`src/hdcr_pkg.sv`:
```
package hdcr_pkg;

  // configuration register indexes
  localparam logic [2:0] CFG_TRACK_COUNT = 3'd0;
  localparam logic [2:0] CFG_HEAD_COUNT  = 3'd1;
  localparam logic [2:0] CFG_SPT         = 3'd2;
  localparam logic [2:0] CFG_SECTOR_B    = 3'd3;
  localparam logic [2:0] CFG_READY_MASK  = 3'd4;
  localparam logic [2:0] CFG_WR_FAULT    = 3'd5;

  localparam int CfgIdxW  = 3;
  localparam int CfgDataW = 12;

  // command codes
  localparam logic [2:0] OP_NULL  = 3'd0;
  localparam logic [2:0] OP_RDATA = 3'd1;
  localparam logic [2:0] OP_WDATA = 3'd2;
  localparam logic [2:0] OP_WHDR  = 3'd3;
  localparam logic [2:0] OP_RHDR  = 3'd4;

  // bus access kinds and ports
  localparam logic REQ_READ  = 1'b0;
  localparam logic REQ_WRITE = 1'b1;
  localparam logic PORT_CTRL = 1'b0;
  localparam logic PORT_DATA = 1'b1;

  // multiplier operand selects
  localparam logic [1:0] MUL_SEL_POS = 2'd0;  // track * heads + head
  localparam logic [1:0] MUL_SEL_TRK = 2'd1;  // sectors * (bytes + 3)
  localparam logic [1:0] MUL_SEL_HDR = 2'd2;  // header sector * (bytes + 3)
  localparam logic [1:0] MUL_SEL_OFF = 2'd3;  // position * track length

  localparam logic [9:0] TRACK_RESET = 10'd5;
  localparam logic [7:0] STEP_RDATA  = 8'hFF;

  typedef struct packed {
    logic       capture;
    logic       mul_en;
    logic [1:0] mul_sel;
    logic       commit;
  } hdcr_cmd_t;

  typedef struct packed {
    logic need_mul;
    logic out_free;
  } hdcr_sts_t;

endpackage

```
`src/hdcr_ctrl.sv`:
```
module hdcr_ctrl (
  input  logic              clk_i,
  input  logic              rst_ni,
  input  logic              in_valid_i,
  output logic              in_stall_o,
  input  hdcr_pkg::hdcr_sts_t sts_i,
  output hdcr_pkg::hdcr_cmd_t cmd_o
);

  localparam logic [2:0] S_IDLE  = 3'd0;
  localparam logic [2:0] S_MPOS  = 3'd1;
  localparam logic [2:0] S_MTRK  = 3'd2;
  localparam logic [2:0] S_MHDR  = 3'd3;
  localparam logic [2:0] S_MOFF  = 3'd4;
  localparam logic [2:0] S_DONE  = 3'd5;

  logic [2:0] state_q, state_d;

  always_comb begin
    state_d       = state_q;
    cmd_o         = '0;
    cmd_o.mul_sel = hdcr_pkg::MUL_SEL_POS;
    case (state_q)
      S_IDLE: begin
        if (in_valid_i) begin
          cmd_o.capture = 1'b1;
          state_d = sts_i.need_mul ? S_MPOS : S_DONE;
        end
      end
      S_MPOS: begin
        cmd_o.mul_en  = 1'b1;
        cmd_o.mul_sel = hdcr_pkg::MUL_SEL_POS;
        state_d = S_MTRK;
      end
      S_MTRK: begin
        cmd_o.mul_en  = 1'b1;
        cmd_o.mul_sel = hdcr_pkg::MUL_SEL_TRK;
        state_d = S_MHDR;
      end
      S_MHDR: begin
        cmd_o.mul_en  = 1'b1;
        cmd_o.mul_sel = hdcr_pkg::MUL_SEL_HDR;
        state_d = S_MOFF;
      end
      S_MOFF: begin
        cmd_o.mul_en  = 1'b1;
        cmd_o.mul_sel = hdcr_pkg::MUL_SEL_OFF;
        state_d = S_DONE;
      end
      S_DONE: begin
        if (sts_i.out_free) begin
          cmd_o.commit = 1'b1;
          state_d = S_IDLE;
        end
      end
      default: begin
        state_d = S_IDLE;
      end
    endcase
  end

  assign in_stall_o = (state_q != S_IDLE);

  always_ff @(posedge clk_i or negedge rst_ni) begin
    if (!rst_ni) begin
      state_q <= S_IDLE;
    end else begin
      state_q <= state_d;
    end
  end

endmodule

```
`src/hdcr_dp.sv`:
```
module hdcr_dp #(
  parameter int DRIVES = 4
) (
  input  logic                          clk_i,
  input  logic                          rst_ni,
  input  logic                          cfg_we_i,
  input  logic [hdcr_pkg::CfgIdxW-1:0]  cfg_idx_i,
  input  logic [hdcr_pkg::CfgDataW-1:0] cfg_wdata_i,
  input  logic                          req_type_i,
  input  logic                          port_i,
  input  logic [7:0]                    wdata_i,
  output logic                          out_valid_o,
  input  logic                          out_stall_i,
  output logic [7:0]                    rdata_o,
  output logic                          irq_o,
  output logic                          cmd_valid_o,
  output logic [2:0]                    cmd_code_o,
  output logic [1:0]                    drive_index_o,
  output logic [31:0]                   byte_offset_o,
  output logic [7:0]                    target_cyl_o,
  output logic [7:0]                    target_head_o,
  output logic [7:0]                    target_sector_o,
  input  hdcr_pkg::hdcr_cmd_t           cmd_i,
  output hdcr_pkg::hdcr_sts_t           sts_o
);

  localparam int DrvW   = (DRIVES > 1) ? $clog2(DRIVES) : 1;
  localparam int NumTrk = 1 << DrvW;

  // configuration
  logic [9:0]  tcount_q;
  logic [4:0]  hcount_q;
  logic [7:0]  spt_q;
  logic [11:0] sbytes_q;
  logic [3:0]  ready_q;
  logic        wfault_q;

  // controller state
  logic [1:0]  sel_q;
  logic [3:0]  hsel_q;
  logic [7:0]  head_q, cyl_q, sec_q, hsec_q;
  logic [2:0]  op_q;
  logic        att_q, tmo_q, seek_q;
  logic [9:0]  trk_q [NumTrk];

  // captured item
  logic        req_q, port_q;
  logic [7:0]  wd_q;

  // multiplier and partial results
  logic [15:0] mul_a;
  logic [20:0] mul_b;
  logic [36:0] mul_p;
  logic [15:0] pos_q;
  logic [20:0] tlen_q, hoff_q;
  logic [31:0] off_q;

  logic [DrvW-1:0] drv;
  logic [9:0]  cur_trk;
  logic [12:0] unit_len;
  logic [2:0]  new_op;
  logic        is_stat, is_step, is_ctrl, is_par, run, known_op;
  logic [7:0]  hsec_inc;
  logic [2:0]  nd;

  // result
  logic [7:0]  res_rdata;
  logic        res_irq, res_valid;
  logic [2:0]  res_code;
  logic [31:0] res_off;
  logic [7:0]  res_cyl, res_head, res_sec;

  assign drv      = sel_q[DrvW-1:0];
  assign cur_trk  = trk_q[drv];
  assign unit_len = 13'(sbytes_q) + 13'd3;
  assign new_op   = wd_q[5:3];
  assign run      = wd_q[6];
  assign is_stat  = (req_q == hdcr_pkg::REQ_READ)  && (port_q == hdcr_pkg::PORT_CTRL);
  assign is_step  = (req_q == hdcr_pkg::REQ_READ)  && (port_q == hdcr_pkg::PORT_DATA);
  assign is_ctrl  = (req_q == hdcr_pkg::REQ_WRITE) && (port_q == hdcr_pkg::PORT_CTRL);
  assign is_par   = (req_q == hdcr_pkg::REQ_WRITE) && (port_q == hdcr_pkg::PORT_DATA);
  assign known_op = (new_op inside {[hdcr_pkg::OP_NULL:hdcr_pkg::OP_RHDR]});
  assign hsec_inc = hsec_q + 8'd1;

  assign sts_o.need_mul = (req_type_i == hdcr_pkg::REQ_WRITE) &&
                          (port_i == hdcr_pkg::PORT_CTRL) && wdata_i[6] &&
                          (wdata_i[5:3] inside {[hdcr_pkg::OP_RDATA:hdcr_pkg::OP_RHDR]});
  assign sts_o.out_free = !out_valid_o || !out_stall_i;

  // shared multiplier
  always_comb begin
    case (cmd_i.mul_sel)
      hdcr_pkg::MUL_SEL_POS: begin
        if (new_op == hdcr_pkg::OP_RDATA || new_op == hdcr_pkg::OP_WDATA) begin
          mul_a = 16'(cyl_q);
        end else begin
          mul_a = 16'(cur_trk);
        end
        mul_b = 21'(hcount_q);
      end
      hdcr_pkg::MUL_SEL_TRK: begin
        mul_a = 16'(spt_q);
        mul_b = 21'(unit_len);
      end
      hdcr_pkg::MUL_SEL_HDR: begin
        mul_a = 16'(hsec_q);
        mul_b = 21'(unit_len);
      end
      default: begin
        mul_a = pos_q;
        mul_b = tlen_q;
      end
    endcase
  end

  assign mul_p = 37'(mul_a) * 37'(mul_b);

  always_ff @(posedge clk_i) begin
    if (cmd_i.capture) begin
      req_q  <= req_type_i;
      port_q <= port_i;
      wd_q   <= wdata_i;
    end
    if (cmd_i.mul_en) begin
      case (cmd_i.mul_sel)
        hdcr_pkg::MUL_SEL_POS: pos_q  <= mul_p[15:0] + 16'(hsel_q);
        hdcr_pkg::MUL_SEL_TRK: tlen_q <= mul_p[20:0];
        hdcr_pkg::MUL_SEL_HDR: hoff_q <= mul_p[20:0];
        default:               off_q  <= mul_p[31:0];
      endcase
    end
  end

  // drive select decode: one-hot upper nibble, else no drive
  always_comb begin
    case (wd_q[7:4])
      4'h1:    nd = 3'd0;
      4'h2:    nd = 3'd1;
      4'h4:    nd = 3'd2;
      4'h8:    nd = 3'd3;
      default: nd = 3'd4;
    endcase
  end

  // result of the captured item
  always_comb begin
    res_rdata = '0;
    res_irq   = 1'b0;
    res_valid = 1'b0;
    res_code  = hdcr_pkg::OP_NULL;
    res_off   = '0;
    res_cyl   = '0;
    res_head  = '0;
    res_sec   = '0;
    if (is_stat) begin
      res_rdata = {att_q, tmo_q, 2'b00, !ready_q[sel_q], !seek_q, wfault_q,
                   (cur_trk != 10'd0) || !seek_q};
    end else if (is_step) begin
      res_rdata = hdcr_pkg::STEP_RDATA;
    end else if (is_ctrl && run) begin
      res_irq   = 1'b1;
      res_valid = known_op;
      if (known_op) res_code = new_op;
      if (new_op == hdcr_pkg::OP_RDATA || new_op == hdcr_pkg::OP_WDATA) begin
        res_off  = off_q;
        res_cyl  = cyl_q;
        res_head = head_q;
        res_sec  = sec_q;
      end else if (new_op == hdcr_pkg::OP_WHDR) begin
        res_off  = off_q + 32'(hoff_q);
      end else if (new_op == hdcr_pkg::OP_RHDR) begin
        res_off  = off_q;
      end
    end
  end

  // output register
  always_ff @(posedge clk_i or negedge rst_ni) begin
    if (!rst_ni) begin
      out_valid_o <= 1'b0;
    end else if (cmd_i.commit) begin
      out_valid_o <= 1'b1;
    end else if (!out_stall_i) begin
      out_valid_o <= 1'b0;
    end
  end

  always_ff @(posedge clk_i) begin
    if (cmd_i.commit) begin
      rdata_o         <= res_rdata;
      irq_o           <= res_irq;
      cmd_valid_o     <= res_valid;
      cmd_code_o      <= res_code;
      drive_index_o   <= res_valid ? sel_q : 2'd0;
      byte_offset_o   <= res_off;
      target_cyl_o    <= res_cyl;
      target_head_o   <= res_head;
      target_sector_o <= res_sec;
    end
  end

  // configuration and controller state
  always_ff @(posedge clk_i or negedge rst_ni) begin
    if (!rst_ni) begin
      tcount_q <= 10'd243;
      hcount_q <= 5'd8;
      spt_q    <= 8'd11;
      sbytes_q <= 12'd1024;
      ready_q  <= '0;
      wfault_q <= 1'b0;
      sel_q    <= '0;
      hsel_q   <= '0;
      head_q   <= '0;
      cyl_q    <= '0;
      sec_q    <= '0;
      hsec_q   <= '0;
      op_q     <= hdcr_pkg::OP_NULL;
      att_q    <= 1'b0;
      tmo_q    <= 1'b0;
      seek_q   <= 1'b0;
      for (int i = 0; i < NumTrk; i++) begin
        trk_q[i] <= hdcr_pkg::TRACK_RESET;
      end
    end else begin
      if (cfg_we_i) begin
        case (cfg_idx_i)
          hdcr_pkg::CFG_TRACK_COUNT: tcount_q <= cfg_wdata_i[9:0];
          hdcr_pkg::CFG_HEAD_COUNT:  hcount_q <= cfg_wdata_i[4:0];
          hdcr_pkg::CFG_SPT:         spt_q    <= cfg_wdata_i[7:0];
          hdcr_pkg::CFG_SECTOR_B:    sbytes_q <= cfg_wdata_i;
          hdcr_pkg::CFG_READY_MASK:  ready_q  <= cfg_wdata_i[3:0];
          hdcr_pkg::CFG_WR_FAULT:    wfault_q <= cfg_wdata_i[0];
          default: ;
        endcase
      end
      if (cmd_i.commit) begin
        if (is_stat) begin
          seek_q <= 1'b1;
        end else if (is_step) begin
          if (op_q[2]) begin
            if (cur_trk < tcount_q) trk_q[drv] <= cur_trk + 10'd1;
          end else if (cur_trk != 10'd0) begin
            trk_q[drv] <= cur_trk - 10'd1;
          end
          seek_q <= 1'b0;
        end else if (is_ctrl) begin
          att_q  <= wd_q[7] && !run;
          op_q   <= new_op;
          seek_q <= 1'b1;
          if (run && (new_op == hdcr_pkg::OP_WHDR) && (hsec_inc >= spt_q)) begin
            tmo_q <= 1'b1;
          end else if (wd_q[2] || run) begin
            tmo_q <= 1'b0;
          end
          if (run) begin
            if (new_op == hdcr_pkg::OP_RDATA || new_op == hdcr_pkg::OP_WDATA) begin
              trk_q[drv] <= 10'(cyl_q);
            end else if (new_op == hdcr_pkg::OP_WHDR) begin
              if (hsec_inc >= spt_q) begin
                hsec_q <= '0;
              end else begin
                hsec_q <= hsec_inc;
              end
            end
          end
        end else if (is_par) begin
          case (op_q)
            hdcr_pkg::OP_NULL: begin
              if (32'(nd) < DRIVES) sel_q <= nd[1:0];
              hsel_q <= wd_q[3:0];
            end
            hdcr_pkg::OP_RDATA: cyl_q  <= wd_q;
            hdcr_pkg::OP_WDATA: head_q <= wd_q;
            hdcr_pkg::OP_WHDR:  sec_q  <= wd_q;
            default: ;
          endcase
        end
      end
    end
  end

endmodule

```
`src/hard_disk_controller_registers.sv`:
```
// Channel  Handshake                   Payload
// in       in_valid_i / in_stall_o     req_type_i, port_i, wdata_i
// out      out_valid_o / out_stall_i   rdata_o, irq_o, cmd_valid_o, cmd_code_o,
//                                      drive_index_o, byte_offset_o, target_*_o
// cfg      cfg_we_i                    cfg_idx_i, cfg_wdata_i
//
// A plain access goes from capture straight to the final state that loads the
// output register; for a run command with operation 1 to 4 the offset first
// passes four times through one shared 16x21 multiplier (position, track length,
// header offset, product). The input is stalled until the result is loaded, and
// a stalled output keeps the controller waiting in its final state.
// Reset is asynchronous, active low, and restores geometry and tracks at once.
module hard_disk_controller_registers #(
  parameter int DRIVES = 4
) (
  input  logic                          clk_i,
  input  logic                          rst_ni,
  // configuration
  input  logic                          cfg_we_i,
  input  logic [hdcr_pkg::CfgIdxW-1:0]  cfg_idx_i,
  input  logic [hdcr_pkg::CfgDataW-1:0] cfg_wdata_i,
  // bus access items
  input  logic                          in_valid_i,
  output logic                          in_stall_o,
  input  logic                          req_type_i,
  input  logic                          port_i,
  input  logic [7:0]                    wdata_i,
  // results
  output logic                          out_valid_o,
  input  logic                          out_stall_i,
  output logic [7:0]                    rdata_o,
  output logic                          irq_o,
  output logic                          cmd_valid_o,
  output logic [2:0]                    cmd_code_o,
  output logic [1:0]                    drive_index_o,
  output logic [31:0]                   byte_offset_o,
  output logic [7:0]                    target_cyl_o,
  output logic [7:0]                    target_head_o,
  output logic [7:0]                    target_sector_o
);

  // controller drives the sequencing, datapath holds the configuration, state and output registers
  hdcr_pkg::hdcr_cmd_t cmd;
  hdcr_pkg::hdcr_sts_t sts;

  hdcr_ctrl u_ctrl (
    .clk_i      (clk_i),
    .rst_ni     (rst_ni),
    .in_valid_i (in_valid_i),
    .in_stall_o (in_stall_o),
    .sts_i      (sts),
    .cmd_o      (cmd)
  );

  hdcr_dp #(
    .DRIVES (DRIVES)
  ) u_dp (
    .clk_i           (clk_i),
    .rst_ni          (rst_ni),
    .cfg_we_i        (cfg_we_i),
    .cfg_idx_i       (cfg_idx_i),
    .cfg_wdata_i     (cfg_wdata_i),
    .req_type_i      (req_type_i),
    .port_i          (port_i),
    .wdata_i         (wdata_i),
    .out_valid_o     (out_valid_o),
    .out_stall_i     (out_stall_i),
    .rdata_o         (rdata_o),
    .irq_o           (irq_o),
    .cmd_valid_o     (cmd_valid_o),
    .cmd_code_o      (cmd_code_o),
    .drive_index_o   (drive_index_o),
    .byte_offset_o   (byte_offset_o),
    .target_cyl_o    (target_cyl_o),
    .target_head_o   (target_head_o),
    .target_sector_o (target_sector_o),
    .cmd_i           (cmd),
    .sts_o           (sts)
  );

endmodule

```
`config.mk`:
```
export PLATFORM = sky130hd
export DESIGN_NAME = hard_disk_controller_registers
export DESIGN_NICKNAME = d
export VERILOG_FILES = /design/src/hdcr_pkg.sv /design/src/hdcr_ctrl.sv /design/src/hdcr_dp.sv /design/src/hard_disk_controller_registers.sv
export SDC_FILE = /design/constraint.sdc
export NUM_CORES = 1
export LEC_CHECK = 0
export BUFFER_PORTS_ARGS = -buffer_cell sky130_fd_sc_hd__buf_4
export CAP_MARGIN = 5
export CORE_MARGIN = 2
export CORE_UTILIZATION = 65
export CTS_CLUSTER_DIAMETER = 150
export DETAILED_ROUTE_END_ITERATION = 16
export PLACE_DENSITY_LB_ADDON = 0.08
export SLEW_MARGIN = 40
export SYNTH_ARGS = -nofsm -noshare
export SYNTH_HDL_FRONTEND = slang
export SYNTH_HIERARCHICAL = 1
export SYNTH_SLANG_ARGS = --single-unit
```
`constraint.sdc`:
```
create_clock -name clk_i -period 16.9 [get_ports clk_i]
set_input_delay 2.535 -clock clk_i [delete_from_list [all_inputs] [get_ports clk_i]]
set_output_delay 2.535 -clock clk_i [all_outputs]
set_load 0.01 [all_outputs]
```
---- After elaboration in Yosys (flattened, before gate mapping) ----
Cells that the tools add are included.
operators by class
  add/sub/neg operators ................... 6
  multipliers ............................. 1
  divide/modulo/power cells ............... 0
  $lt $le $gt $ge ......................... 10
  eq/ne operators ......................... 28
  shift-type cells ........................ 0
  mux-type cells .......................... 47
  bitwise gates (word level) .............. 11
  reductions and logical operators ........ 61
operator list
  cell                                                              count
  40-bit two-way mux                                                7
  40-bit bitwise mux                                                3
  32-bit two-way mux                                                3
  16-bit one-hot mux with 3 select lines                            1
  21-bit one-hot mux with 2 select lines                            1
  10-bit two-way mux                                                4
  32-bit by 21-bit adder with 32-bit output                         1
  16-bit by 21-bit multiplier with 32-bit output                    1
  3-bit by 2-bit == test with 1-bit output (second input constant)  8
  8-bit two-way mux                                                 3
  3-bit one-hot mux with 4 select lines                             2
  2-bit AND reduction                                               12
  6-bit AND reduction                                               4
  7-bit AND reduction                                               3
  10-bit binary-select mux with 2-bit select                        1
  10-bit demux with 2-bit select                                    1
  3-bit one-hot mux with 6 select lines                             1
  16-bit by 4-bit adder with 16-bit output                          1
  1-bit two-way mux                                                 16
  3-bit == test (second input constant)                             5
  1-bit logical AND                                                 14
  12-bit by 2-bit adder with 13-bit output (second input constant)  1
  3-bit by 1-bit == test with 1-bit output (second input constant)  4
  10-bit by 1-bit adder with 10-bit output (second input constant)  1
  other kinds (36)                                                  66
word-level totals
  register bits after elaboration ......... 299
  latch bits .............................. 0
  bits in writable memories ............... 0
  memory bits (read-only) ................. 0
  bits of input ports ..................... 30
  output and inout bits ................... 73
  memories kept ........................... 0

---- Logic depth before layout (Yosys ltp) ----
Gate-level depths: netlist (run 1).
  word-level depth ........................ 10
  mapped depth ............................ 31
  depth with buffers taken out ............ 28

---- Hierarchy ----
Netlist (run 1), hierarchy kept.
modules (own cells, without submodules)
  module     times used  cells an instance  area each (um^2)  seq. area each (um^2)
  hdcr_dp    1           2348               24472.2           8256.7
  hdcr_ctrl  1           26                 225.2             75.1

---- Least setup slack after synthesis (run 1) ----
OpenSTA, ideal clock, no wires.
  kind .................................... in2reg
  start ................................... input out_stall_i
  end ..................................... register u_dp/trk_q[31] (netlist name)
  arrival time ............................ 7.585 ns
  slack ................................... 9.191 ns
  stages on the path ...................... 11
  path buffers ............................ 0
  cells stage by stage .................... nand2_1 > nand2_1 > nor2_1 > inv_1 > nor2_1 > o211ai_1 > nor2_1 > o31a_1 > o31ai_4 > nor3_4 > mux2_2
RTL lines
  what                           line                                  source
  start, declared                hard_disk_controller_registers.sv:30  input logic out_stall_i,
  end signal, assigned by index  hdcr_dp.sv:222                        trk_q[i] <= hdcr_pkg::TRACK_RESET;
  end signal, assigned by index  hdcr_dp.sv:241                        if (cur_trk < tcount_q) trk_q[drv] <= cur_trk + 10'd1;
  end signal, assigned by index  hdcr_dp.sv:243                        trk_q[drv] <= cur_trk - 10'd1;
  end, declared                  hdcr_dp.sv:44                         logic [9:0] trk_q [NumTrk];

==> results of run 1 <==
## where the power goes
part	switching, mW	internal, mW
combinational	1.81	1.03
clock	0.276	0.413
sequential	0.279	1.16
total	2.36	2.60
## cells by family (layout without fill, tap and decap cells)
logic type / Yosys count / after routing / synth area share, %
AOI/OAI and AO/OA: 307 / 307 / 8.20
xor gates and xnor gates: 94 / 94 / 3.33
adders and majority gates: 398 / 398 / 28.0
buffers and inverters: 433 / 514 / 6.69
DFF: 298 / 298 / 33.7
muxes: 106 / 106 / 5.40
and+or+nand+nor: 738 / 738 / 14.6
## flip-flops by register name (all words and copies together), names as in the netlist, 10 cells and up
register,flops
u_dp/byte_offset_o,32
u_dp/sbytes_q,12
u_dp/tcount_q,10
u_dp/hoff_q,21
u_dp/tlen_q,21
u_dp/off_q,32
u_dp/pos_q,16
u_dp/trk_q,40
## critical path, cell delays in order, from the launching register on
cell and delay (ns):
dfrtp_1 0.47, nand2b_1 0.25, o21ai_0 0.55, ha_4 0.58
clkinv_1 0.67, nand2_1 0.56, o21ai_0 0.41, nand2_1 0.21
fa_1 0.49, fa_1 0.60, fa_1 0.45, fa_1 0.54
inv_1 0.05, fa_1 0.48, inv_1 0.05, fa_1 0.48
inv_1 0.04, ha_1 0.37, a21oi_1 0.22, o22ai_1 0.10
a21oi_1 0.32, o21ai_0 0.22, a21oi_1 0.37, o21ai_0 0.24
o41ai_1 0.36, xnor2_1 0.10
## routing by layer
metal  wire length (um)  global-route usage (%)
met4               2180                    10.8
met2              30000                    53.0
met3               5600                    6.32
met1              27000                    48.4
met5                  0                       0
## synthesized netlist by cell type (22+ instances only)
master	count
fa_1	258
nand2b_1	24
and2_1	29
nor2_1	141
mux2_2	85
edfxtp_1	170
a21o_1	27
dfrtp_1	109
ha_1	140
xor2_1	35
a21oi_1	61
o21ai_0	84
nand2_1	255
clkbuf_1	84
inv_1	336
nand3_1	70
nor3_1	22
and3_1	135
xnor2_1	59
## worst max path at each step
stage / endpoint / cells past startpoint / slack, ns / from
after floorplan: u_dp/trk_q[31] / 11 / 9.19 / out_stall_i
after global placement: u_dp/off_q[30] / 25 / 7.95 / u_ctrl/state_q[1]
after detailed placement: u_dp/off_q[30] / 25 / 7.65 / u_ctrl/state_q[1]
after CTS: u_dp/off_q[30] / 25 / 7.64 / u_ctrl/state_q[1]
after global routing: u_dp/off_q[30] / 25 / 6.78 / u_ctrl/state_q[1]
final: u_dp/off_q[30] / 25 / 7.47 / u_ctrl/state_q[1]
## placed cells by master, fill, tap and decap left out, types with 58 or more instances in the layout
master / count
o21ai_0: 82
xnor2_1: 58
buf_4: 122
fa_1: 258
and3_1: 135
edfxtp_1: 170
ha_1: 139
a21oi_1: 60
mux2_2: 85
nor2_1: 140
dfrtp_1: 109
nand3_1: 70
nand2_1: 255
inv_1: 336
## area by class of cell
class                   instances  area, um2  area share, %
clock inverters                 9        139          0.514
clock buffers                  43        900           3.33
repair buffers                125        950           3.52
well taps                     511        639           2.37
flip-flops and latches        298       8330           30.9
inverters                     337       1260           4.69
multi-input cells            1643      14800           54.7
## metrics by stage
stage	worst slack (ns)	cells
5_1_grt	6.78	2966
3_5_place_dp	7.65	2913
6_report	7.47	2966
3_3_place_gp	7.95	2913
4_1_cts	7.64	2965
2_1_floorplan	9.19	2374
==> out/metrics.csv, run 1 <==
metric;value;unit
outcome;finished clean;
grt_max_degree;98;
drt-wirelength-per-cell;21.8;um
netlist_instances;2374;
fillers;2755;
grt_overflow_total;0;
min_path_cells;1;
hp-class;reg -> reg;
max_freq;0.106;GHz
dieWidth;199;um
cts_tree;built;
r2r_cells;25;
yosys-top-cells-area;fa_1 (21%), edfxtp_1 (21%), dfrtp_1 (11%), ha_1 (7.1%), inv_1 (5.1%);
fin_worst_skew;0.0197;ns
ys_seq_elements;298;
peakVddDrop;0.146;mV
cp-end-kind;flip-flop;
drt_first_pass_iters;8;
htreeDepth;1;
grt_pass1_wl;102000;um
power_density;184;nW/um2
drt_iter0_markers;1451;
wirelength;64700;um
finalSetupViolCount;0;
drv_cap;0;
ctsHoldBuffers;0;
grt_usage;33.9;%
ctsResizeCount;0;
drv_slew;0;
ant_nets;0;
clk_pin_slew;0.07;ns
path_class;reg -> reg;
coreArea;37600;um2
yosysSeqAreaShare;33.7;%
grt_pass1_vias;18100;
async_flop_share;43.0;%
die_h;199;um
ys.flop_type;edfxtp_1;
cts_root_buffer;clkbuf_16;
dieArea;39600;um2
syn-cell-area;24700;um2
path_max_fanout;55;
cts_buffers;28;
synth_area_leader_cell;fa_1;
reg2reg_from;u_ctrl/state_q[1];
fp-row-count;71;
worst_slew_pin_slew;0.879;ns
ios;103;
antenna_found_initial;0;
r2r_slack;7.47;ns
holdPathEnd;u_dp/trk_q[21];
cp-start-kind;flip-flop;
clk_latency;0.57;ns
drc;0;
vias_per_cell;6.05;
hold_violations;0;
avgSynthCellArea;10.4;um2
synth_cell_types;78;
min_from;u_dp/trk_q[21];
rsz0062_at_grt;no;
setup_tns;0;ns
cp_data_arrival_time;9.74;ns
drive_above_1_share;12.5;%
synth_top_area_share;20.9;%
initial_utilization;65.7;%
power.leakage;12.6;nW
synth_edf_count;170;
area_growth;9.32;%
ys_warn_count;6;
required;17.21;ns
vias;18000;
antenna_cells;0;
r2r_end;u_dp/off_q[30];
final.period_utilization;55.8;%
utilization;71.8;%
io_buffers;102;
hold_ws;0.483;ns
dpl_cell_area;25900;um2
cts.sinks;298;
postLayoutCellArea;27000;um2
layout.nets;2861;
syn_nets;2802;
cts.path.max_buffers;3;
cts_setup_buffers;0;
fin_crit;9.43;ns
hpwl;49500;um
gp_congestion;0.960;
slew_headroom;41.4;%
power;4.97;mW
No activity file was read; power rests on OpenSTA's default activity.
==> run 2, diff against run 1 <==
ABC_AREA = 1   (was unset)
CORE_UTILIZATION = 64   (was 65)
clock period = 8.7 ns   (was 16.9 ns; I/O delays follow)
==> out/metrics.csv, run 2 <==
metric;value;unit
dieWidth;205;um
dpl_cell_area;27100;um2
yosysSeqAreaShare;32.2;%
clk_pin_slew;0.07;ns
die_h;205;um
hp-class;reg -> reg;
initial_utilization;65.0;%
fp-row-count;73;
grt_overflow_total;0;
synth_edf_count;170;
cp_data_arrival_time;8.38;ns
dp.cells;3735;
layout.nets;3669;
fin_ws;0.591;ns
vias_per_cell;5.72;
ys_seq_elements;298;
ant_nets;0;
gp_congestion;0.997;
cp-end-kind;flip-flop;
cts_setup_buffers;0;
ys.flop_type;edfxtp_1;
ctsResizeCount;0;
syn-cell-area;25900;um2
drv_cap;0;
cp-start-kind;flip-flop;
hpwl;57900;um
htreeDepth;1;
cts.sinks;298;
final.period_utilization;93.2;%
slew_headroom;41.7;%
max_freq;0.123;GHz
setup_tns;0;ns
vias;21700;
coreArea;39800;um2
drt-wirelength-per-cell;19.2;um
drt_iter0_markers;2002;
avgSynthCellArea;8.21;um2
worst_path_max_delay_cell;fa_1;
dp_slack;0.373;ns
grt_max_degree;72;
hold_violations;0;
drc;0;
area_growth;8.58;%
cts.path.max_buffers;3;
synth_cell_types;53;
fin_crit;8.11;ns
netlist_instances;3154;
dieArea;42100;um2
ctsHoldBuffers;0;
instances_no_fill;3788;
drt_first_pass_iters;6;
max_stage_delay;0.57;ns
grt_pass1_wl;116000;um
path_class;reg -> reg;
ys_warn_count;6;
postLayoutCellArea;28100;um2
outcome;finished clean;
synth_most_common_cell;nand2_1;
wirelength;72600;um
mostFrequentLayoutCells;nand2_1 (811), inv_1 (605), nor2_1 (315);
grt_pass1_vias;22000;
required;8.97;ns
syn_nets;3582;
cts_buffers;29;
cts_root_buffer;clkbuf_16;
ios;103;
layout_commonest_cell;nand2_1;
path_max_fanout;10;
finalSetupViolCount;0;
fin_worst_skew;0.0307;ns
rsz0062_at_grt;no;
worst_slew_pin_slew;0.871;ns
yosys-top-cells-area;fa_1 (20%), edfxtp_1 (20%), nand2_1 (12%), dfrtp_1 (11%), inv_1 (8.8%);
drv_slew;0;
clk_latency;0.56;ns
cts_tree;built;
synth_area_leader_cell;fa_1;
synth_top_area_share;19.9;%
largest_register;u_dp/trk_q;
antenna_cells;0;
top_regs;u_dp/trk_q (40), u_dp/byte_offset_o (32), u_dp/off_q (32);
synth_common_cells;nand2_1 (812), inv_1 (608), nor2_1 (317);
largest_reg_flops;40;
async_flop_share;43.0;%
antenna_found_initial;0;
grt_usage;36.0;%
drive_above_1_share;7.32;%
io_buffers;102;
==> run 2: changes by cell type in the layout (fill, tap and decap cells not counted), sizes merged, moves of 18 or more <==
cell,previous run,this run
a21o,27,3
a21oi,61,127
and2,29,2
and3,135,0
clkinv,5,23
inv,337,616
mux2,93,1
nand2,255,819
nand2b,24,0
nand3,70,114
nand4,6,28
nor2,145,330
o21ai,88,193
xnor2,59,14
==> run 2: final cells by class <==
cell class,instances,area (um2)
multi-input cells,2163,14900
clock buffers,35,811
well taps,525,657
clock inverters,18,149
flip-flops and latches,298,8330
fillers,3176,11700
repair buffers,123,935
inverters,626,2350
==> run 2: cell families after synthesis <==
logic type	Yosys count	share of synthesized area [%]
AO/OA/AOI/OAI	373	7.69
multiplexers	1	0.0435
buffers and inverters	693	10.4
AND/OR/NAND/NOR	1344	21.4
adder cells (fa/ha/maj)	398	26.7
flip-flops	298	32.2
XOR/XNOR	47	1.59
==> run 2: routing by layer <==
layer	GRT usage [%]	share of wire (%)
met1	47.8	40
met2	58.1	46
met3	6.65	9.5
met4	15.5	4.5
met5	0	0
==> run 2: final timing paths <==
| path | from | cells past startpoint | to | slack (ns) |
|---|---|---|---|---|
| setup / recovery | u_ctrl/state_q[1] | 30 | u_dp/off_q[20] | 0.59 |
| hold / removal | u_dp/trk_q[20] | 2 | u_dp/trk_q[20] | 0.48 |
| setup reg to reg | u_ctrl/state_q[1] | 30 | u_dp/off_q[20] | 0.59 |
| hold reg to reg | u_dp/trk_q[20] | 2 | u_dp/trk_q[20] | 0.48 |
| max in group asynchronous | rst_ni | 2 | u_dp/sbytes_q[11] | 6.98 |
| min in group asynchronous | rst_ni | 1 | u_dp/trk_q[3] | 0.70 |
==> run 2: worst max-delay path, delay by kind of cell, from the launching register on <==
kind	cells	cell delay, ns
AND/OR/NAND/NOR	10	1.54
buffers and inverters	7	1.02
XOR/XNOR	1	0.44
AO/OA/AOI/OAI	4	0.80
flip-flops	1	0.45
adder cells (fa/ha/maj)	8	3.52
==> run 2: through the flow <==
step / utilization [%] / hold WS [ns]
5_1_grt: 70.6 / 0.492
4_1_cts: 70.6 / 0.476
6_report: 70.6 / 0.479
3_5_place_dp: 68.1 / 0.467
3_3_place_gp: 68.1 / 0.462
2_1_floorplan: - / 0.444
Power of run 2 is not shown: default switching activity piles up to over one toggle a cycle in this logic, so the estimate is an artifact.
